==> config.mk <==
export PLATFORM = sky130hd
export DESIGN_NAME = framed_key_value_message_parser_top
export DESIGN_NICKNAME = d
export VERILOG_FILES = /design/src/fkvp_pkg.sv /design/src/fkvp_front.sv /design/src/fkvp_queue.sv /design/src/framed_key_value_message_parser_top.sv
export SDC_FILE = /design/constraint.sdc
export NUM_CORES = 1
export LEC_CHECK = 0
export BUFFER_PORTS_ARGS = -buffer_cell sky130_fd_sc_hd__buf_2
export CAP_MARGIN = 5
export CORE_UTILIZATION = 30
export CTS_BUF_LIST = sky130_fd_sc_hd__clkbuf_4
export DETAILED_ROUTE_END_ITERATION = 6
export GPL_TIMING_DRIVEN = 0
export PLACE_DENSITY_LB_ADDON = 0.3
export SLEW_MARGIN = 20
export SYNTH_ARGS = -nofsm -noshare
export SYNTH_HDL_FRONTEND = slang
export SYNTH_SLANG_ARGS = --single-unit
==> constraint.sdc <==
create_clock -name clk -period 6.09 [get_ports clk]
set_input_delay 0.3045 -clock clk [delete_from_list [all_inputs] [get_ports clk]]
set_output_delay 0.3045 -clock clk [all_outputs]
set_load 0.01 [all_outputs]
==> src/fkvp_pkg.sv <==
// fkvp_pkg: shared types and constants for the framed key/value message parser
// result beat layout, kind codes and framing characters
// no dependencies
`default_nettype none

package fkvp_pkg;

  typedef enum logic [2:0] {
    KIND_METHOD   = 3'd0,
    KIND_KEY      = 3'd1,
    KIND_VALUE    = 3'd2,
    KIND_OK       = 3'd3,
    KIND_FORMAT   = 3'd4,
    KIND_OVERFLOW = 3'd5
  } kind_t;

  localparam int unsigned LEN_W = 7;

  typedef struct packed {
    kind_t            kind;
    logic [7:0]       data;
    logic [LEN_W-1:0] msg_len;
  } result_t;

  localparam logic [7:0] START_CH = 8'h23;  // '#'
  localparam logic [7:0] END_CH   = 8'h5E;  // '^'
  localparam logic [7:0] SEP_CH   = 8'h3F;  // '?'
  localparam logic [7:0] DIV_CH   = 8'h3D;  // '='
  localparam int unsigned MIN_MSG = 4;

  localparam int unsigned QUEUE_DEPTH = 4;
  localparam int unsigned QPTR_W      = $clog2(QUEUE_DEPTH);

endpackage

`default_nettype wire

==> src/fkvp_front.sv <==
// fkvp_front: accepts received bytes, tracks framing and classifies each byte
// depends on fkvp_pkg
`default_nettype none

module fkvp_front #(
  parameter int unsigned MAX_LEN = 64
) (
  input  wire logic              clk,
  input  wire logic              rst,
  input  wire logic              take,
  input  wire logic [7:0]        rx_byte,
  output fkvp_pkg::result_t      res,
  output logic                   res_valid
);

  localparam int unsigned CW = $clog2(MAX_LEN + 1);
  localparam int unsigned LW = fkvp_pkg::LEN_W;

  typedef enum logic [1:0] {
    PH_METHOD = 2'd0,
    PH_SEP    = 2'd1,
    PH_KEY    = 2'd2,
    PH_VALUE  = 2'd3
  } phase_t;

  logic          in_message, in_message_next;
  logic [7:0]    previous_byte;
  logic [CW-1:0] byte_count, byte_count_next;
  phase_t        field_phase, field_phase_next;
  logic          format_bad, format_bad_next;

  logic [CW-1:0]   count_inc;
  logic [LW-1:0]   count_len;
  logic            short_msg;

  assign count_inc = byte_count + CW'(1);
  assign count_len = LW'(count_inc);
  assign short_msg = (count_inc < CW'(fkvp_pkg::MIN_MSG));

  always_comb begin
    in_message_next  = in_message;
    byte_count_next  = byte_count;
    field_phase_next = field_phase;
    format_bad_next  = format_bad;
    res_valid        = 1'b0;
    res.kind         = fkvp_pkg::KIND_METHOD;
    res.data         = 8'd0;
    res.msg_len      = '0;

    if (!in_message) begin
      if (rx_byte == fkvp_pkg::START_CH && previous_byte == fkvp_pkg::START_CH) begin
        in_message_next  = 1'b1;
        byte_count_next  = '0;
        field_phase_next = PH_METHOD;
        format_bad_next  = 1'b0;
      end
    end else begin
      byte_count_next = count_inc;
      if (rx_byte == fkvp_pkg::END_CH) begin
        res_valid       = 1'b1;
        res.kind        = (format_bad || short_msg) ? fkvp_pkg::KIND_FORMAT
                                                    : fkvp_pkg::KIND_OK;
        res.msg_len     = count_len;
        in_message_next = 1'b0;
      end else if (count_inc >= CW'(MAX_LEN)) begin
        res_valid       = 1'b1;
        res.kind        = fkvp_pkg::KIND_OVERFLOW;
        res.msg_len     = count_len;
        in_message_next = 1'b0;
      end else begin
        if (rx_byte == 8'd0) begin
          format_bad_next = 1'b1;
        end
        case (field_phase)
          PH_METHOD: begin
            res_valid        = 1'b1;
            res.kind         = fkvp_pkg::KIND_METHOD;
            res.data         = rx_byte;
            field_phase_next = PH_SEP;
          end
          PH_SEP: begin
            if (rx_byte != fkvp_pkg::SEP_CH) begin
              format_bad_next = 1'b1;
            end
            field_phase_next = PH_KEY;
          end
          PH_KEY: begin
            if (rx_byte == fkvp_pkg::DIV_CH) begin
              field_phase_next = PH_VALUE;
            end else begin
              res_valid = 1'b1;
              res.kind  = fkvp_pkg::KIND_KEY;
              res.data  = rx_byte;
            end
          end
          default: begin
            res_valid = 1'b1;
            res.kind  = fkvp_pkg::KIND_VALUE;
            res.data  = rx_byte;
          end
        endcase
      end
    end
    res_valid = res_valid && take;
  end

  always_ff @(posedge clk) begin
    if (rst) begin
      in_message    <= 1'b0;
      previous_byte <= 8'd0;
      byte_count    <= '0;
      field_phase   <= PH_METHOD;
      format_bad    <= 1'b0;
    end else if (take) begin
      in_message    <= in_message_next;
      previous_byte <= rx_byte;
      byte_count    <= byte_count_next;
      field_phase   <= field_phase_next;
      format_bad    <= format_bad_next;
    end
  end

endmodule

`default_nettype wire

==> src/fkvp_queue.sv <==
// fkvp_queue: short result queue between the classifier and the output channel
// depends on fkvp_pkg
`default_nettype none

module fkvp_queue (
  input  wire logic              clk,
  input  wire logic              rst,
  input  wire logic              push,
  input  wire fkvp_pkg::result_t push_data,
  output logic                   has_room,
  output logic                   out_valid,
  input  wire logic              out_ready,
  output fkvp_pkg::result_t      out_data
);

  localparam int unsigned CNT_W = fkvp_pkg::QPTR_W + 1;

  fkvp_pkg::result_t                slots [fkvp_pkg::QUEUE_DEPTH];
  logic [fkvp_pkg::QPTR_W-1:0]      wr_ptr;
  logic [fkvp_pkg::QPTR_W-1:0]      rd_ptr;
  logic [CNT_W-1:0]                 fill;
  logic                             pop;
  logic                             do_push;

  assign has_room  = (fill != CNT_W'(fkvp_pkg::QUEUE_DEPTH));
  assign out_valid = (fill != '0);
  assign out_data  = slots[rd_ptr];
  assign pop       = out_valid && out_ready;
  assign do_push   = push && has_room;

  always_ff @(posedge clk) begin
    if (do_push) begin
      slots[wr_ptr] <= push_data;
    end
  end

  always_ff @(posedge clk) begin
    if (rst) begin
      wr_ptr <= '0;
      rd_ptr <= '0;
      fill   <= '0;
    end else begin
      if (do_push) begin
        wr_ptr <= wr_ptr + fkvp_pkg::QPTR_W'(1);
      end
      if (pop) begin
        rd_ptr <= rd_ptr + fkvp_pkg::QPTR_W'(1);
      end
      if (do_push && !pop) begin
        fill <= fill + CNT_W'(1);
      end else if (pop && !do_push) begin
        fill <= fill - CNT_W'(1);
      end
    end
  end

endmodule

`default_nettype wire

==> src/framed_key_value_message_parser_top.sv <==
// framed_key_value_message_parser_top: byte-stream parser for framed key/value messages
// instantiates fkvp_front and fkvp_queue, uses fkvp_pkg
//
// usage
//   input channel: one received byte per beat on rx_byte, in_valid / in_ready
//   output channel: kind, data, msg_len per beat, out_valid / out_ready
//   "##" opens a message; the method byte, key bytes and value bytes come out
//   tagged, the '?' and the dividing '=' are dropped, '^' closes the message
//   with an ok or format-error beat, and an over-long message closes with an
//   overflow beat carrying MAX_LEN as its length
// timing
//   a result is written to the queue when its byte is taken and is shown from there;
//   throughput: one byte per cycle while the queue has room, set by the combinational
//   classifier and a four-entry result queue that can push and pop in the same cycle
// stalls and reset
//   while the receiver holds out_ready low the queue fills; in_ready drops
//   only once all four entries are taken, and nothing is lost or repeated
//   rst (synchronous, active high) empties the queue and returns the parser
//   to waiting for a start
`default_nettype none

module framed_key_value_message_parser_top #(
  parameter int unsigned MAX_LEN = 64
) (
  input  wire logic       clk,
  input  wire logic       rst,
  input  wire logic       in_valid,
  output logic            in_ready,
  input  wire logic [7:0] rx_byte,
  output logic            out_valid,
  input  wire logic       out_ready,
  output logic [2:0]      kind,
  output logic [7:0]      data,
  output logic [6:0]      msg_len
);

  fkvp_pkg::result_t res;
  fkvp_pkg::result_t out_res;
  logic              res_valid;
  logic              has_room;
  logic              take;

  // a byte is taken only when the queue can hold whatever it produces
  assign in_ready = has_room;
  assign take     = in_valid && has_room;

  fkvp_front #(
    .MAX_LEN (MAX_LEN)
  ) u_front (
    .clk       (clk),
    .rst       (rst),
    .take      (take),
    .rx_byte   (rx_byte),
    .res       (res),
    .res_valid (res_valid)
  );

  fkvp_queue u_queue (
    .clk       (clk),
    .rst       (rst),
    .push      (res_valid),
    .push_data (res),
    .has_room  (has_room),
    .out_valid (out_valid),
    .out_ready (out_ready),
    .out_data  (out_res)
  );

  assign kind    = out_res.kind;
  assign data    = out_res.data;
  assign msg_len = out_res.msg_len;

endmodule

`default_nettype wire
* Word-level counts from Yosys, hierarchy flattened *
Memory sizes are Yosys's and may differ from the RTL's. A register that Yosys moved wholly into a read port is not among the register bits.
Index checks and enable logic that the tools add are counted.

cells by class
  add/subtract/negate cells = 5
  multipliers = 0
  divide/modulo/power cells = 0
  $lt $le $gt $ge = 2
  equal/unequal tests = 12
  shift-type cells = 0
  mux-type cells = 40
  bitwise logic cells = 0
  reductions and logical operators = 18

operators by type and width
  kind                                                    count
  case mux 11 bit (3 select lines)                        1
  two-way mux 7 bit                                       4
  equality test 8 x 6 -> 1 bit (second input constant)    3
  two-way mux 18 bit                                      1
  two-way mux 1 bit                                       17
  two-way mux 8 bit                                       2
  two-way mux 3 bit                                       5
  two-way mux 2 bit                                       7
  two-way mux 9 bit                                       1
  equality test 8 x 7 -> 1 bit (second input constant)    1
  zero test 8 bit                                         1
  inequality test 8 x 6 -> 1 bit (second input constant)  1
  adder 7 x 1 -> 7 bit (second input constant)            1
  >= comparator 7 bit (second input constant)             1
  logical AND 1 bit                                       7
  < comparator 7 x 3 -> 1 bit (second input constant)     1
  inequality test 3 bit (second input constant)           2
  case mux 2 bit (3 select lines)                         1
  AND reduction 6 bit                                     1
  adder 2 x 1 -> 2 bit (second input constant)            2
  inequality test 2 bit (second input constant)           2
  inequality test 4 bit (second input constant)           1
  AND reduction 4 bit                                     1
  nonzero test 2 bit                                      2
  other kinds (10)                                        11

storage, ports and cells
  flip-flop bits (word level) = 26
  bits in latches = 0
  bits in writable memories = 72
  memory bits (read-only) = 0
  output and inout port bits = 20
  logic and storage cells = 86
  memories = 1

memory list
  name           depth  width  read ports  clocked after Yosys merged registers in  write ports  RTL line          source
  u_queue.slots  4      18     1           1                                        1            fkvp_queue.sv:18  fkvp_pkg::result_t slots [fkvp_pkg::QUEUE_DEPTH];

* Depth between registers and ports, before layout *
Gate-level depths: netlist (run 1).

  word-level depth = 12
  depth in mapped cells = 12
  mapped depth without buffers = 11

* By module *
Synthesis (run 1) repeated with hierarchy kept, for this count alone.

second synthesis, totals
  cells, all modules = 306
  area, all modules = 4405.5 um2

modules (own cells, without submodules)
  module                               times used  cells each  area each (um2)
  fkvp_queue                           1           142         3119.2
  fkvp_front                           1           163         1280.0
  framed_key_value_message_parser_top  1           1           6.3

* Least setup slack after synthesis (run 1) *
Ideal clock, no wire load.

  path kind = register to register
  start point = register u_front.byte_count[0]
  end point = register u_queue.fill[2]
  library setup time = 0.070 ns
  arrival time = 2.733 ns
  data required time = 6.020 ns
  setup slack = 3.286 ns
  stages on the path, launching flop included = 13
  clock period less this slack = 2.804 ns
  path through = dfxtp_1 ha_1 clkbuf_2 nand2_1 or3_4 and2_4 a41oi_4 ha_1 inv_1 fa_1 xor2_1 or3_1 a21oi_1

between the ends
  longest elaborated chain between the ends = 10
  elaborated cells between the ends (all ways) = 12
  those cells by class = 1 x add/sub; 1 x order compare; 4 x mux; 6 x reduce/logical

ends and longest elaborated chain
  item                          RTL line           source
  start, declared               fkvp_front.sv:28   logic [CW-1:0] byte_count, byte_count_next;
  start signal, assigned        fkvp_front.sv:117  byte_count <= byte_count_next;
  adder 7 x 1 -> 7 bit (*)      fkvp_front.sv:36   assign count_inc = byte_count + CW'(1);
  >= comparator 7 bit (*)       fkvp_front.sv:65   end else if (count_inc >= CW'(MAX_LEN)) begin
  two-way mux 1 bit (*)         fkvp_front.sv:65
  two-way mux 1 bit (*)         fkvp_front.sv:59   if (rx_byte == fkvp_pkg::END_CH) begin
  two-way mux 1 bit (*)         fkvp_front.sv:50   if (!in_message) begin
  logical AND 1 bit (*)         fkvp_front.sv:104  res_valid = res_valid && take;
  logical AND 1 bit (*)         fkvp_queue.sv:29   assign do_push = push && has_room;
  net u_queue.do_push           fkvp_queue.sv:23   logic do_push;
  zero test 1 bit               fkvp_queue.sv:51   end else if (pop && !do_push) begin
  logical AND 1 bit             fkvp_queue.sv:51
  nonzero test 2 bit (no line)  n/a
  end signal, assigned          fkvp_queue.sv:50   fill <= fill + CNT_W'(1);
  end signal, assigned          fkvp_queue.sv:52   fill <= fill - CNT_W'(1);
  end, declared                 fkvp_queue.sv:21   logic [CNT_W-1:0] fill;

The timed path passes the listed nets; every way through them passes the cells marked *.
A chain may end at the register's enable or synchronous reset.

* Worst setup path after layout (run 1) *
Same ends and word-level chain as after synthesis.

==> results.yml, run 1 <==
grt:
  grt_pass1_wl_um: 13500
  overflow: 0
  grt.total_usage_pct: 12.3
  antenna_found_initial: 1
  grt_max_degree: 19
  grt_pass1_vias: 2544
place:
  dp_cells: 517
  gp_congestion: 0.775
  hpwl_um: 5690
  io_buffers: 30
  place_ws_ns: 3.02
routing:
  route.detailed.drc: 0
  maxUsedRoutingLayer: "met4"
  wl_met3_um: 279
  drt_iter0_drc: 180
  first_pass_iters: 4
  wl_um: 8370
  vias: 2549
  met2_length_um: 4000
  postRouteAntennaNets: 0
  wl_per_cell_um: 15.6
  wl_met1_um: 3920
  post_drt_via_cell_ratio: 4.76
logic_synthesis:
  synth_top_area_share_pct: 49.6
  yosysSeqAreaShare_pct: 62.5
  synth-main-ff-cell: "edfxtp_1"
  ys_top_cells_by_area: "edfxtp_1, dfxtp_1, mux4_2"
  netlist-cell-type-count: 57
  synth_top_area_cell: "edfxtp_1"
  syn_nets: 329
  synth-async-reset-ratio_pct: 0
  synth_area_um2: 4360
  synth_edf_count: 72
  syn_area_per_cell_um2: 14.3
  ys_warn_count: 0
  synth-seq-cells: 100
  synth_cells: 305
sta:
  max_slew_margin_pct: 30.5
  setup_viol: 0
  max_freq_mhz: 324
  hold_viol: 0
  maxSlewViolCount: 0
  skew_ns: 0.0197
  worst_slack_ns: 3.01
  rsz0062_at_grt: "no"
  tns_ns: 0
  final.period_utilization_pct: 50.6
  worst_pin_slew_ns: 1.04
  fin_crit_ns: 3.08
power:
  power_frac_seq_pct: 56.4
  leakagePower_nw: 1.57
  p_sw_share_pct: 28.2
  p_int_uw: 968
  p_switching_uw: 381
  total_power_mw: 1.35
  combPwrFrac_pct: 20.8
  pwr-share-clk_pct: 22.8
  ir_drop_uv: 90.1
  pwr_density_cell_nw_per_um2: 275
clock_tree:
  cts_buffer_depth: 2
  htree_levels: 3
  cts_resized: 0
  cts.sinks: 100
  clkSlewWorstSetupHoldPaths_ns: 0.16
  cts_hold_buf: 0
  post_cts_buffers: 0
  cts_root_buffer: "clkbuf_4"
  numCtsBuffers: 9
  cts_tree: "built"
  clk_latency_ns: 0.46
floorplanning:
  dieWidth_um: 123
  coreArea_um2: 14000
  die_h_um: 123
  fp-row-count: 43
  ios: 32
  start_util_pct: 31.0
  dieArea_um2: 15000
layout:
  fin_cells: 535
  post-route-util_pct: 34.9
  fillers: 1332
  multi_input_area_um2: 1520
  regArea_um2: 2720
  syn2layout_area_growth_pct: 12.5
  layout-drive-gt1-share_pct: 25.4
  finalNetCount: 373
worst_setup_path:
  worstSetupStartpointType: "flip-flop"
  cp_data_arrival_time_ns: 3.47
  worst-path-max-fanout: 7
  crit_top_cell: "ha_1"
  endpoint_kind: "flip-flop"
  crit_path_max_incr_delay_ns: 0.49
  critPathSlowestCell: "dfxtp_1"
  crit_required_ns: 6.47
  path_cells: "ha_1 > clkbuf_2 > nand2_1 > or3_4 > and2_4 > a41oi_4 > ha_1 > inv_1 > fa_1 > xor2_1 > or3_1 > a21oi_1"
  critPathKind: "reg2reg"
outcome:
  status: "completed"
job:
  cap_violations: 0
worst_hold_path:
  hold_class: "in2reg"
## final timing paths
| path | start | to | slack (ns) | depth (start not counted) |
|---|---|---|---|---|
| worst max register to register | u_front.byte_count[0] | u_queue.fill[2] | 3.01 | 12 |
| worst min register to register | u_front.previous_byte[2] | u_front.previous_byte[2] | 0.47 | 2 |
| worst min-delay path | rx_byte[7] | u_front.previous_byte[7] | 0.12 | 3 |
| worst max-delay path | u_front.byte_count[0] | u_queue.fill[2] | 3.01 | 12 |
## power by group through the flow
stage               Combinational, mW  Sequential (mW)  Clock (mW)
global placement                0.281            0.775           0
floorplan                       0.207            0.772           0
finish                          0.281            0.761       0.307
detailed placement              0.288            0.776           0
CTS                             0.289            0.761       0.318
global route                    0.315            0.764       0.346
## through the flow
stage	hold WS, ns	instance area, µm²
finish	0.125	4900
CTS	0.0921	4870
floorplan	0.431	4360
global route	0.0984	4900
detailed placement	0.453	4760
global placement	0.439	4730
## per-layer routing
layer  track usage, %  up-vias
met3             1.86       10
met2             19.2       41
met4             7.09        0
met5                0        -
li1                 -     1236
met1             16.1     1262
## cell usage after synthesis, types with 2 or more instances
master and count:
edfxtp_1 72, dfxtp_1 28, nor2_1 25, nand2_1 19
mux4_2 18, a21oi_1 16, nand3_1 13, and2_1 12
ha_1 11, inv_1 10, o21ai_0 7, xor2_1 6
clkbuf_1 5, mux2i_1 5, or3_1 5, buf_2 4
buf_4 3, nand3b_1 3, a22o_1 2, buf_1 2
nor2b_1 2, xnor2_1 2
## critical path: cells and delay by family (launching register included)
family	cells	cell delay, ns
adder cells (fa/ha/maj)	3	0.80
AO/OA/AOI/OAI	2	0.41
AND/OR/NAND/NOR	4	0.92
XOR/XNOR	1	0.17
buffers and inverters	2	0.24
flip-flops	1	0.49
## sequential cells by signal (all words and copies together), names as in the netlist, named ones only
| signal | flops |
|---|---|
| u_front.previous_byte | 8 |
| u_front.byte_count | 7 |
| u_queue.rd_ptr | 2 |
| u_queue.slots | 72 |
| u_queue.fill | 3 |
| u_front.format_bad | 1 |
| u_front.field_phase | 2 |
| u_queue.wr_ptr | 2 |
| u_front.in_message | 1 |
## layout by cell type, fill, tap and decap left out, types with 3 or more instances in the layout
cell,count
o21ai_0,7
mux2i_1,5
a21oi_1,16
edfxtp_1,72
inv_1,10
nand2_1,19
nand3b_1,3
buf_4,3
or3_1,5
buf_2,34
mux4_2,18
clkbuf_1,5
ha_1,11
nand3_1,13
clkbuf_4,11
and2_1,12
dfxtp_1,28
xor2_1,6
nor2_1,25
## logic make-up (layout without fill, tap and decap cells)
group / count (synthesis) / in the layout / share of synthesized area (%)
AO/OA/AOI/OAI: 39 / 39 / 6.66
adder cells (fa/ha/maj): 12 / 12 / 3.62
AND/OR/NAND/NOR: 97 / 97 / 12.3
buffers and inverters: 25 / 74 / 2.56
flip-flops: 100 / 100 / 62.5
multiplexers: 24 / 24 / 10.8
other: 0 / 1 / 0
XOR/XNOR: 8 / 8 / 1.61
## cell type report
cell class	instances	area share, %
multi-input cells	180	31.1
clock inverters	5	0.587
diodes	1	0.0510
inverters	10	0.765
flip-flops and latches	100	55.5
well taps	180	4.59
repair buffers	33	4.23
clock buffers	11	1.68
plain buffers	15	1.51
No activity file was read; power rests on OpenSTA's default activity.
==> inputs of run 2 (changes only) <==
==> constraint.sdc (replaced) <==
create_clock -name clk -period 2.5 [get_ports clk]
set_input_delay 0.125 -clock clk [delete_from_list [all_inputs] [get_ports clk]]
set_output_delay 0.125 -clock clk [all_outputs]
set_load 0.01 [all_outputs]
==> run 2 against run 1 <==
Against the previous run: the run now ends with negative setup slack left; via count decreased by 0.82%; non-clock buffer count increased by 12; sequential cell count unchanged; sequential share of layout area decreased by 1.8 points; critical path depth decreased by 1; critical path type unchanged; critical endpoint unchanged; largest cell class unchanged; highest routed layer unchanged.
==> results.yml, run 2 (same netlist as run 1, synthesis figures left out) <==
layout:
  layout_common_cells: "edfxtp_1, buf_2, dfxtp_1"
  syn2layout_area_growth_pct: 16.5
  fillers: 1342
  reg.largest.list: "u_queue.slots (72), u_front.previous_byte (8), u_front.byte_count (7)"
  layout_commonest_cell: "edfxtp_1"
  finalNetCount: 385
  largest_reg_flops: 72
  multi_input_area_um2: 1560
  largest-register: "u_queue.slots"
  layout-drive-gt1-share_pct: 29.2
  regArea_um2: 2730
sta:
  maxSlewViolCount: 0
  worst_slack_ns: -0.000419
  worst_pin_slew_ns: 0.577
  final.period_utilization_pct: 100
  skew_ns: 0.0138
  tns_ns: -0.000419
  setup_viol: 1
  max_freq_mhz: 400
  rsz0062_at_grt: "yes"
  hold_viol: 0
  fin_crit_ns: 2.50
  max_slew_margin_pct: 61.5
worst_setup_path:
  critPathSlowestCell: "dfxtp_4"
  critPathKind: "reg2reg"
  endpoint_kind: "flip-flop"
  reg2reg_depth: 11
  crit_required_ns: 2.89
  path_cells: "ha_4 > nand2_2 > or3_4 > and2_4 > a41oi_4 > ha_4 > inv_2 > fa_2 > xor2_1 > or3_1 > a21oi_1"
  worstSetupStartpointType: "flip-flop"
  r2r_start: "u_front.byte_count[0]"
  rrSetupSlack_ns: -0.0004
  timing.rr.end: "u_queue.fill[2]"
  cp_data_arrival_time_ns: 2.89
  crit_top_cell: "ha_4"
  worst-path-max-fanout: 2
  crit_path_max_incr_delay_ns: 0.39
clock_tree:
  cts_buffer_depth: 2
  htree_levels: 3
  numCtsBuffers: 9
  cts.sinks: 100
  clkSlewWorstSetupHoldPaths_ns: 0.15
  cts_tree: "built"
  cts_root_buffer: "clkbuf_4"
  clk_latency_ns: 0.45
floorplanning:
  dieArea_um2: 15000
  fp-row-count: 43
  ios: 32
  die_h_um: 123
  dieWidth_um: 123
  coreArea_um2: 14000
  start_util_pct: 31.0
grt:
  grt.total_usage_pct: 12.6
  grt_max_degree: 19
  overflow: 0
  grt_pass1_wl_um: 13800
  grt_pass1_vias: 2624
  antenna_found_initial: 1
worst_hold_path:
  holdPathStages: 4
  hold_class: "in2reg"
  hold_start: "out_ready"
routing:
  postRouteAntennaNets: 0
  post_drt_via_cell_ratio: 4.62
  vias: 2528
  first_pass_iters: 4
  drt_iter0_drc: 179
  wl_per_cell_um: 15.7
  wl_um: 8560
  route.detailed.drc: 0
job:
  cap_violations: 0
power:
  pwr_density_cell_nw_per_um2: 689
  ir_drop_uv: 251
  total_power_mw: 3.50
  leakagePower_nw: 1.57
outcome:
  violations: "negative setup slack"
  status: "finished, violations left"
place:
  gp_congestion: 0.733
  hpwl_um: 5610
  io_buffers: 30
## run 2: worst max path at each step
stage | slack, ns | to | from
final | -0.0004 | u_queue.fill[2] | u_front.byte_count[0]
after global routing | -0.11 | u_queue.fill[2] | u_front.byte_count[1]
after CTS | -0.13 | u_queue.fill[2] | u_front.byte_count[0]
after detailed placement | -0.38 | u_queue.slots[2][12] | u_front.byte_count[0]
after floorplan | -0.12 | u_queue.fill[2] | u_front.byte_count[0]
after global placement | -0.36 | u_queue.slots[1][12] | u_front.byte_count[0]
## run 2: cell type report
class	count	share of cell area [%]
Timing Repair Buffer	46	5.72
Clock buffer	9	1.33
Sequential cell	100	53.8
Inverter	10	0.739
Antenna cell	1	0.0493
Buffer	14	1.43
Clock inverter	7	1.77
Tap cell	180	4.43
Multi-Input combinational cell	180	30.8
## run 2: power by group
group | internal, mW | leakage, nW | total, mW | switching, mW
clock | 0.403 | 0.0837 | 0.935 | 0.532
sequential | 1.81 | 0.777 | 1.85 | 0.0429
combinational | 0.348 | 0.714 | 0.715 | 0.367
## run 2: what timing repair did
action	4_1_cts	5_1_grt
endpoints found under the setup margin	84	12
pin swaps	6	4
endpoints found under the hold margin	8	0
resized for setup	10	2
hold buffers	8	0
setup buffers	8	0
## run 2: per-stage QoR
| stage | worst slack [ns] | hold slack (ns) | instances | util (%) | area [µm²] |
|---|---|---|---|---|---|
| floorplan | -0.118 | 0.272 | 305 | - | 4390 |
| global placement | -0.359 | 0.422 | 515 | 33.9 | 4770 |
| detailed placement | -0.377 | 0.420 | 515 | 33.9 | 4770 |
| CTS | -0.127 | 0.0346 | 546 | 36.1 | 5060 |
| global route | -0.109 | 0.0629 | 547 | 36.2 | 5080 |
| finish | -0.000419 | 0.0584 | 547 | 36.2 | 5080 |
## run 2: metal layers
| layer | track usage [%] | up-vias | wire, µm |
|---|---|---|---|
| li1 | - | 1256 | - |
| met1 | 15.7 | 1231 | 3930 |
| met2 | 20.8 | 29 | 4170 |
| met3 | 3.16 | 12 | 307 |
| met4 | 5.34 | 0 | 151 |
| met5 | 0 | - | 0 |
## run 2: worst max-delay path: cells and delay by family (launching register included)
family                   cells  cell delay (ns)
AND/OR/NAND/NOR              4             0.91
buffers and inverters        1             0.04
AO/OA/AOI/OAI                2             0.31
flip-flops                   1             0.39
adder cells (fa/ha/maj)      3             0.64
XOR/XNOR                     1             0.15
==> inputs of run 3 (changes only) <==
--- a/config.mk
+++ b/config.mk
@@ -10,8 +10,10 @@
 export CORE_UTILIZATION = 30
 export CTS_BUF_LIST = sky130_fd_sc_hd__clkbuf_4
 export DETAILED_ROUTE_END_ITERATION = 6
+export GPL_ROUTABILITY_DRIVEN = 0
 export GPL_TIMING_DRIVEN = 0
 export PLACE_DENSITY_LB_ADDON = 0.3
+export SETUP_SLACK_MARGIN = 0.15
 export SLEW_MARGIN = 20
 export SYNTH_ARGS = -nofsm -noshare
 export SYNTH_HDL_FRONTEND = slang
==> run 3 against run 2 <==
Against the previous run: critical path type unchanged; worst hold slack worse by 0.029 ns; sequential power hardly changed; clock power is 7.4% lower; the run still ends with negative setup slack left; worst setup slack worse by 0.099 ns; die area stayed put; largest cell class unchanged; critical endpoint unchanged; sequential share of layout area is 0.32 points lower; via count is 3.2% higher.
==> results.yml, run 3 (same netlist as run 1, synthesis figures left out) <==
outcome:
  status: "finished, violations left"
  violations: "negative setup slack"
sta:
  skew_ns: 0.0150
  tns_ns: -0.0990
  rsz0062_at_grt: "yes"
  max_freq_mhz: 385
  final.period_utilization_pct: 104
  fin_crit_ns: 2.60
  worst_slack_ns: -0.0990
  maxSlewViolCount: 0
  hold_viol: 0
  max_slew_margin_pct: 68.2
  setup_viol: 1
  worst_pin_slew_ns: 0.474
layout:
  fillers: 1347
  largest_reg_flops: 72
  layout_commonest_cell: "edfxtp_1"
  fin_cells: 551
  reg.largest.list: "u_queue.slots (72), u_front.previous_byte (8), u_front.byte_count (7)"
  finalNetCount: 389
  layout-drive-gt1-share_pct: 30.5
  post-route-util_pct: 36.4
  largest-register: "u_queue.slots"
  layout_common_cells: "edfxtp_1, buf_2, dfxtp_1"
  syn2layout_area_growth_pct: 17.2
clock_tree:
  cts_tree: "built"
  clk_latency_ns: 0.47
  clkSlewWorstSetupHoldPaths_ns: 0.16
  numCtsBuffers: 9
  cts.sinks: 100
  htree_levels: 3
  cts_buffer_depth: 2
  cts_root_buffer: "clkbuf_4"
power:
  total_power_mw: 3.43
  leakagePower_nw: 1.60
  ir_drop_uv: 230
  pwr_density_cell_nw_per_um2: 671
routing:
  drt_iter0_drc: 192
  wl_um: 8750
  postRouteAntennaNets: 0
  post_drt_via_cell_ratio: 4.73
  wl_per_cell_um: 15.9
  route.detailed.drc: 0
  vias: 2608
  first_pass_iters: 4
floorplanning:
  coreArea_um2: 14000
  die_h_um: 123
  fp-row-count: 43
  dieArea_um2: 15000
  start_util_pct: 31.0
  ios: 32
  dieWidth_um: 123
grt:
  antenna_found_initial: 1
  overflow: 0
  grt_pass1_vias: 2707
  grt_max_degree: 19
  grt.total_usage_pct: 12.7
  grt_pass1_wl_um: 13900
worst_setup_path:
  r2r_start: "u_front.byte_count[1]"
  startpoint: "u_front.byte_count[1]"
  crit_end: "u_queue.fill[2]"
  rrSetupSlack_ns: -0.1
  timing.rr.end: "u_queue.fill[2]"
  endpoint_kind: "flip-flop"
  worstSetupStartpointType: "flip-flop"
  critPathSlowestCell: "dfxtp_4"
  cp_data_arrival_time_ns: 3.02
  crit_path_max_incr_delay_ns: 0.39
  path_cells: "ha_4 > buf_8 > nand2_4 > or3_4 > and2_4 > a41oi_4 > ha_2 > inv_2 > fa_2 > xor2_1 > or3_1 > a21oi_1"
  reg2reg_depth: 12
  critPathKind: "reg2reg"
  worst-path-max-fanout: 2
  crit_required_ns: 2.92
place:
  io_buffers: 30
  dp_cells: 516
  hpwl_um: 5740
job:
  cap_violations: 0
worst_hold_path:
  hold_class: "in2reg"
## run 3: final cells by class
type	count	area [µm²]	share of cell area, %
Antenna cell	1	2.50	0.0490
Clock buffer	9	67.6	1.32
Clock inverter	7	75.1	1.47
Inverter	10	37.5	0.735
Multi-Input combinational cell	180	1560	30.5
Buffer	15	91.3	1.79
Timing Repair Buffer	49	320	6.27
Sequential cell	100	2730	53.4
Tap cell	180	225	4.41
## run 3: worst min path at each step
stage | start | slack (ns) | to | cells past startpoint
global route | rst | 0.04 | u_front.in_message | 2
global placement | rx_byte[2] | 0.42 | u_front.previous_byte[2] | 3
detailed placement | rx_byte[2] | 0.43 | u_front.previous_byte[2] | 3
floorplan | rx_byte[2] | 0.27 | u_front.previous_byte[2] | 2
CTS | rst | 0.007 | u_front.in_message | 2
finish | rst | 0.03 | u_front.in_message | 2
## run 3: worst max-delay path, delay by kind of cell, from the launching register on
family / cells / cell delay, ns
flip-flops: 1 / 0.39
buffers and inverters: 2 / 0.14
adder cells (fa/ha/maj): 3 / 0.68
AND/OR/NAND/NOR: 4 / 0.90
AO/OA/AOI/OAI: 2 / 0.28
XOR/XNOR: 1 / 0.16
## run 3: per-layer routing
metal	GRT usage [%]	up-vias	wire length [µm]
li1	-	1270	-
met1	15.5	1279	4030
met2	21.3	42	4250
met3	2.79	15	282
met4	5.72	2	175
met5	0	-	13
## run 3: per-stage QoR
| step | cell area [µm²] | hold slack, ns | setup WS, ns |
|---|---|---|---|
| 3_5_place_dp | 4780 | 0.425 | -0.372 |
| 3_3_place_gp | 4770 | 0.424 | -0.361 |
| 4_1_cts | 5090 | 0.00719 | -0.160 |
| 6_report | 5110 | 0.0292 | -0.0990 |
| 2_1_floorplan | 4390 | 0.272 | -0.111 |
| 5_1_grt | 5110 | 0.0383 | -0.189 |
## run 3: repair_timing
| item | in CTS | in global routing |
|---|---|---|
| endpoints found under the setup margin | 84 | 56 |
| setup buffers | 9 | 1 |
| pin swaps | 6 | 3 |
| gates resized for setup | 12 | 3 |
| hold buffers | 8 | 0 |
| gates cloned | 0 | 0 |
| endpoints found under the hold margin | 9 | 0 |
## run 3: power breakdown
part	total (mW)	switching (mW)	leakage [nW]	internal (mW)
sequential	1.85	0.0436	0.777	1.81
clock	0.866	0.559	0.0685	0.308
combinational	0.709	0.364	0.759	0.345
